===== config.mk =====
export PLATFORM = sky130hd
export DESIGN_NAME = nsbe_win_flags
export DESIGN_NICKNAME = d
export VERILOG_FILES = /design/src/design/nsbe_pkg.sv /design/src/design/nsbe_win_flags.sv
export SDC_FILE = /design/constraint.sdc
export NUM_CORES = 1
export LEC_CHECK = 0
export ABC_CLOCK_PERIOD_IN_PS = 2900
export BUFFER_PORTS_ARGS = -buffer_cell sky130_fd_sc_hd__buf_2
export CAP_MARGIN = 25
export CORE_AREA = 5 5 156 158
export DETAILED_ROUTE_END_ITERATION = 8
export DIE_AREA = 0 0 161 163
export GPL_TIMING_DRIVEN = 0
export PLACE_DENSITY = 0.73
export SLEW_MARGIN = 20
export SYNTH_ARGS = -nofsm -noshare
export SYNTH_HDL_FRONTEND = slang
export SYNTH_SLANG_ARGS = --single-unit
export TNS_END_PERCENT = 10

===== constraint.sdc =====
create_clock -name clk -period 2.9 [get_ports clk]
set_input_delay 0.29 -clock clk [delete_from_list [all_inputs] [get_ports clk]]
set_output_delay 0.29 -clock clk [all_outputs]
set_load 0.01 [all_outputs]

===== src/design/nsbe_pkg.sv =====
// shared types and constants for the nsec type bitmap encoder
package nsbe_pkg;

  localparam int NUM_WINDOWS   = 256;
  localparam int WIN_W         = 8;
  localparam int CUR_W         = 9;
  localparam int WORDS_PER_WIN = 4;
  localparam int WORD_W        = 64;
  localparam int RAM_DEPTH     = 1024;
  localparam int ADDR_W        = 10;
  localparam int GRP           = 8;
  localparam int GRP_W         = 3;
  localparam int CNT_W         = 14;
  localparam int LEN_W         = 6;
  localparam int IN_DATA_W     = 16;
  localparam int OUT_DATA_W    = 288;

  localparam logic [CNT_W-1:0] CAP_RESET = 14'd8704;

  // request codes on in_tuser
  typedef enum logic [1:0] {
    REQ_ADD,
    REQ_READ,
    REQ_CLEAR
  } req_t;

  // result status on out_tuser
  typedef enum logic [1:0] {
    ST_WINDOW,
    ST_FINISHED,
    ST_OVERFLOW
  } status_t;

  typedef enum logic [2:0] {
    S_IDLE,
    S_ADD_INIT,
    S_ADD_RD,
    S_ADD_WR,
    S_SCAN,
    S_FETCH,
    S_CHECK,
    S_RESULT
  } st_t;

  // window flag control from the sequencer
  typedef struct packed {
    logic             set_en;
    logic [WIN_W-1:0] set_idx;
    logic             clr_all;
  } flag_ctl_t;

  // result of one scan step over a group of window flags
  typedef struct packed {
    logic             hit;
    logic [WIN_W-1:0] idx;
  } flag_hit_t;

endpackage


===== src/design/nsbe_win_flags.sv =====
// window in-use flags with a clear of all flags at once and an eight-flag scan step
module nsbe_win_flags (
  input  logic                       clk,
  input  logic                       rst_n,
  input  nsbe_pkg::flag_ctl_t        ctl,
  input  logic [nsbe_pkg::WIN_W-1:0] probe_idx,
  output logic                       probe_used,
  input  logic [nsbe_pkg::CUR_W-1:0] scan_from,
  output nsbe_pkg::flag_hit_t        hit
);
  import nsbe_pkg::*;

  logic [NUM_WINDOWS-1:0] used_r;
  logic [GRP-1:0]         grp;
  logic [GRP_W-1:0]       lo;

  // flag storage, cleared by reset or a clear request
  always_ff @(posedge clk) begin
    if (!rst_n || ctl.clr_all) begin
      used_r <= '0;
    end else if (ctl.set_en) begin
      used_r[ctl.set_idx] <= 1'b1;
    end
  end

  assign probe_used = used_r[probe_idx];

  // lowest set flag at or above the cursor within its group of eight
  assign grp = used_r[{scan_from[WIN_W-1:GRP_W], {GRP_W{1'b0}}} +: GRP];
  assign lo  = scan_from[GRP_W-1:0];

  always_comb begin
    hit.hit = 1'b0;
    hit.idx = '0;
    for (int j = GRP - 1; j >= 0; j--) begin
      if (grp[j] && (GRP_W'(j) >= lo)) begin
        hit.hit = 1'b1;
        hit.idx = {scan_from[WIN_W-1:GRP_W], GRP_W'(j)};
      end
    end
  end

endmodule


; Yosys cells after proc, flatten, opt, wreduce, memory -nomap -nowiden
; Cells that the tools add are included.
[op_classes]
reduce_logical = 11
n_shift = 1
magnitude_cmp = 11
muxes = 12
bitwise_logic = 1
[op_table]
columns = cell, n
row1 = 256-bit bitwise OR, 1
row2 = 256-bit by 9-bit indexed part select with 8-bit output, 1
row3 = 9-bit 2-to-1 mux, 8
row4 = 8-bit by 9-bit < comparator with 1-bit output (second input constant), 2
row5 = 3-bit greater-or-equal comparator (first input constant), 4
row6 = 1-bit logical AND, 9
row7 = 1-bit binary-select mux with 8-bit select, 1
row8 = 1-bit demux with 8-bit select, 1
row9 = 8-bit by 1-bit greater-or-equal comparator with 1-bit output (second input constant), 1
row10 = 1-bit by 3-bit greater-or-equal comparator with 1-bit output (first input constant), 2
row11 = 2-bit by 3-bit greater-or-equal comparator with 1-bit output (first input constant), 2
row12 = 1-bit 2-to-1 mux, 2
row13 = 1-bit logical NOT, 1
row14 = 1-bit logical OR, 1
[totals]
inputBits = 29
elab_cells = 37
output_inout_bits = 10
register_bits = 256

; Depth between registers and ports, before layout
[depth]
ltp_word = 10
ltp_mapped = 9
mapped_depth_nobuf = 6

; Worst setup path after synthesis
; Ideal clock, no wire load.
[synth_path]
path_type = input-to-output
start = input probe_idx[1] (netlist bit)
end = output probe_used
t_required_ps = 2610
slack_ps = 51
arrival_ps = 2559
cell_stages = 8
path_buffers = 3
path_cell_list = buf_2 -> clkbuf_1 -> buf_1 -> mux4_2 -> a221oi_1 -> nor3_1 -> a211o_1 -> mux4_2
[synth_via]
elab_chain_cells = 2
[synth_rtl]
columns = item, line
row1 = "start, declared", nsbe_win_flags.sv:6  ; input logic [nsbe_pkg::WIN_W-1:0] probe_idx,
row2 = 1-bit binary-select mux with 8-bit select, nsbe_win_flags.sv:26  ; assign probe_used = used_r[probe_idx];
row3 = 1-bit 2-to-1 mux (not written as such), nsbe_win_flags.sv:26
row4 = "end, declared", nsbe_win_flags.sv:7  ; output logic probe_used,
; No other way between the ends. The select of a mux whose other input is x is not followed.

; Worst setup path after layout
; Same ends and word-level chain as after synthesis.

==> impl_metrics.env <==
export IMPL_synth_nets=1261
export IMPL_portBuffers=32
export IMPL_cts_sinks=256
export IMPL_crit_chain="buf_2 > buf_4 > buf_4 > mux4_2 > a221oi_2 > o22ai_1 > a211o_1 > mux4_2 > buf_6"
export IMPL_synth_top_flop_cell="dfxtp_1"
export IMPL_wl_per_cell_um=28.9
export IMPL_area_growth_pct=14.5
export IMPL_ant_nets=0
export IMPL_drt_iter0_markers=2006
export IMPL_vias=11300
export IMPL_setup_viol=10
export IMPL_track_usage_pct=35.4
export IMPL_path_clk_slew_ns=0.06
export IMPL_period_share_pct=115
export IMPL_placementRows=56
export IMPL_mostFrequentLayoutCell="nor2_1"
export IMPL_timing_slew_headroom_pct=25.0
export IMPL_route_detailed_drc=0
export IMPL_drv_slew=0
export IMPL_final_setup_worst_slack_ns=-0.432
export IMPL_max_stage_delay_ns=0.52
export IMPL_netlist_area_mm2=0.0123
export IMPL_ys_top_cells_by_area="dfxtp_1 42%, mux4_2 22%, a21oi_1 11%, nor2_1 8.7%, clkbuf_1 2.6%"
export IMPL_grt_busiest_layer="met2"
export IMPL_cts_buffers=28
export IMPL_die_w_um=161
export IMPL_seq_area_mm2=0.00513
export IMPL_layout_drive_gt1_share_pct=21.3
export IMPL_largest_reg_flops=256
export IMPL_antenna_found_initial=0
export IMPL_regMostFlops="used_r"
export IMPL_worst_pin_slew_ns=1.13
export IMPL_totalWireLength_mm=46.6
export IMPL_hp_class="primary input to flop"
export IMPL_avgViaCountPerCell=7.02
export IMPL_largestRegisters="used_r x256"
export IMPL_cap_violations=0
export IMPL_h_tree_depth=1
export IMPL_met1_usage_pct=47.1
export IMPL_finalPower_mw=7.75
export IMPL_fin_util_pct=61.2
export IMPL_clock_path_buffers=3
export IMPL_gp_congestion=1.04
export IMPL_placed_cell_area_mm2=0.0129
export IMPL_ir_drop_uv=523
export IMPL_hold_viol=0
export IMPL_worstPathRequired_ns=2.61
export IMPL_syn_area_per_cell_um2=9.98
export IMPL_synth_edf_count=0
export IMPL_start_kind="primary input"
export IMPL_synth_area_leader_cell="dfxtp_1"
export IMPL_ys_ff_latch=256
export IMPL_critPathTopFamily="buffers and inverters"
export IMPL_insertion_delay_ns=0.54
export IMPL_post_route_min_period_ns=3.33
export IMPL_ioPinCount=39
export IMPL_tritoncts="built"
export IMPL_holdBufCountCts=0
export IMPL_fillers=1943
export IMPL_grt_pass1_vias=10900
export IMPL_clockRootBuffer="clkbuf_16"
export IMPL_yosysWarnings=0
export IMPL_grt_ovfl_total=0
export IMPL_die_area_mm2=0.0262
export IMPL_skew_ns=0
export IMPL_crit_type="primary input to primary output"
export IMPL_n_antenna_cell=0
export IMPL_final_cell_mix="285 x nor2_1, 257 x a21oi_1, 252 x dfxtp_1"
export IMPL_critical_path_max_fanout=10
export IMPL_arrival_ns=3.04
export IMPL_initial_core_util_pct=53.5
export IMPL_grt_util_met2_pct=52.5
export IMPL_synth_cells=1232
export IMPL_fmax_ghz=0.300
export IMPL_violations="negative setup slack"
export IMPL_async_flop_share_pct=0
export IMPL_rsz0062_at_grt="yes"
export IMPL_ys_seq_area_share_pct=41.7
export IMPL_path_buf_inv=4
export IMPL_grt_max_degree=14
export IMPL_leakage_nw=4.80
export IMPL_pre_cts_slack_ns=-1.37
export IMPL_power_density_mw_per_mm2=551
export IMPL_status="finished, violations left"
export IMPL_dr_pass1_iters=6
export IMPL_synth_top_cell_area_share_pct=41.7
export IMPL_finalNetCount=1330
export IMPL_met3_usage_pct=10.3
export IMPL_core_mm2=0.0230
export IMPL_multi_input_area_mm2=0.00684
export IMPL_endpoint_kind="primary output"
export IMPL_ys_types=47
export IMPL_postLayoutCellArea_mm2=0.0141
export IMPL_grt_pass1_wl_mm=69.8
export IMPL_die_height_um=163
export IMPL_crit_slowest_cell="mux4_2"
export IMPL_whs_ns=0.186
export IMPL_dp_final_hpwl_mm=32.9
==> what timing repair did <==
item | CTS | global route
gates resized for setup | 69 | 14
buffers inserted | 1 | 0
pin swaps | 5 | 2
setup endpoints to repair | 10 | 10
==> per-stage QoR <==
step / std cells / TNS (ns)
6_report: 1612 / -2.41
5_1_grt: 1612 / -2.94
4_1_cts: 1612 / -2.01
3_5_place_dp: 1560 / -8.40
3_3_place_gp: 1554 / -15.65
2_1_floorplan: 1232 / 0
==> metal layers <==
layer | vias to the layer above | share of wire, %
met2 | 1017 | 42
met3 | 245 | 15
met4 | 0 | 6.7
met5 | - | 0
li1 | 4677 | -
met1 | 5382 | 36
==> final timing paths <==
| check | slack (ns) | depth (start not counted) | start | endpoint |
|---|---|---|---|---|
| hold / removal | 0.19 | 4 | ctl[2] | used_r[125] |
| hold reg to reg | 0.49 | 2 | used_r[91] | used_r[91] |
| setup / recovery | -0.43 | 9 | probe_idx[1] | probe_used |
| setup reg to reg | 2.19 | 2 | used_r[28] | used_r[28] |
==> layout make-up <==
| cell class | count | area share [%] |
|---|---|---|
| Buffer | 108 | 4.24 |
| Clock buffer | 42 | 5.93 |
| Clock inverter | 9 | 0.587 |
| Inverter | 2 | 0.0533 |
| Multi-Input combinational cell | 866 | 48.6 |
| Sequential cell | 256 | 36.4 |
| Tap cell | 290 | 2.58 |
| Timing Repair Buffer | 39 | 1.59 |
==> worst reg2reg max path: stages, from the launching register on <==
cell and delay [ns]:
dfxtp_1 0.35, a21oi_1 0.17, nor2_1 0.06
==> kinds of logic after synthesis <==
logic type | Yosys count | synth area share (%)
buffers and inverters | 110 | 4.11
multiplexers | 149 | 25.1
AO/OA/AOI/OAI | 344 | 16.2
AND/OR/NAND/NOR | 373 | 12.9
flip-flops | 256 | 41.7
==> Yosys cell counts, drive strengths merged (11+ instances only) <==
library cell,count
a21oi,259
and2,11
nand2,15
dfxtp,256
buf,24
mux4,126
a221oi,13
clkbuf,84
nor2b,13
nor2,285
nor3,20
a22oi,23
mux2i,22
a22o,14
nand2b,13
==> power by group <==
part | switching, mW | total [mW] | internal, mW
Clock | 1.50 | 3.57 | 2.07
Combinational | 0.460 | 0.662 | 0.202
Sequential | 0.00257 | 3.52 | 3.52
No activity file was read; power rests on OpenSTA's default activity.
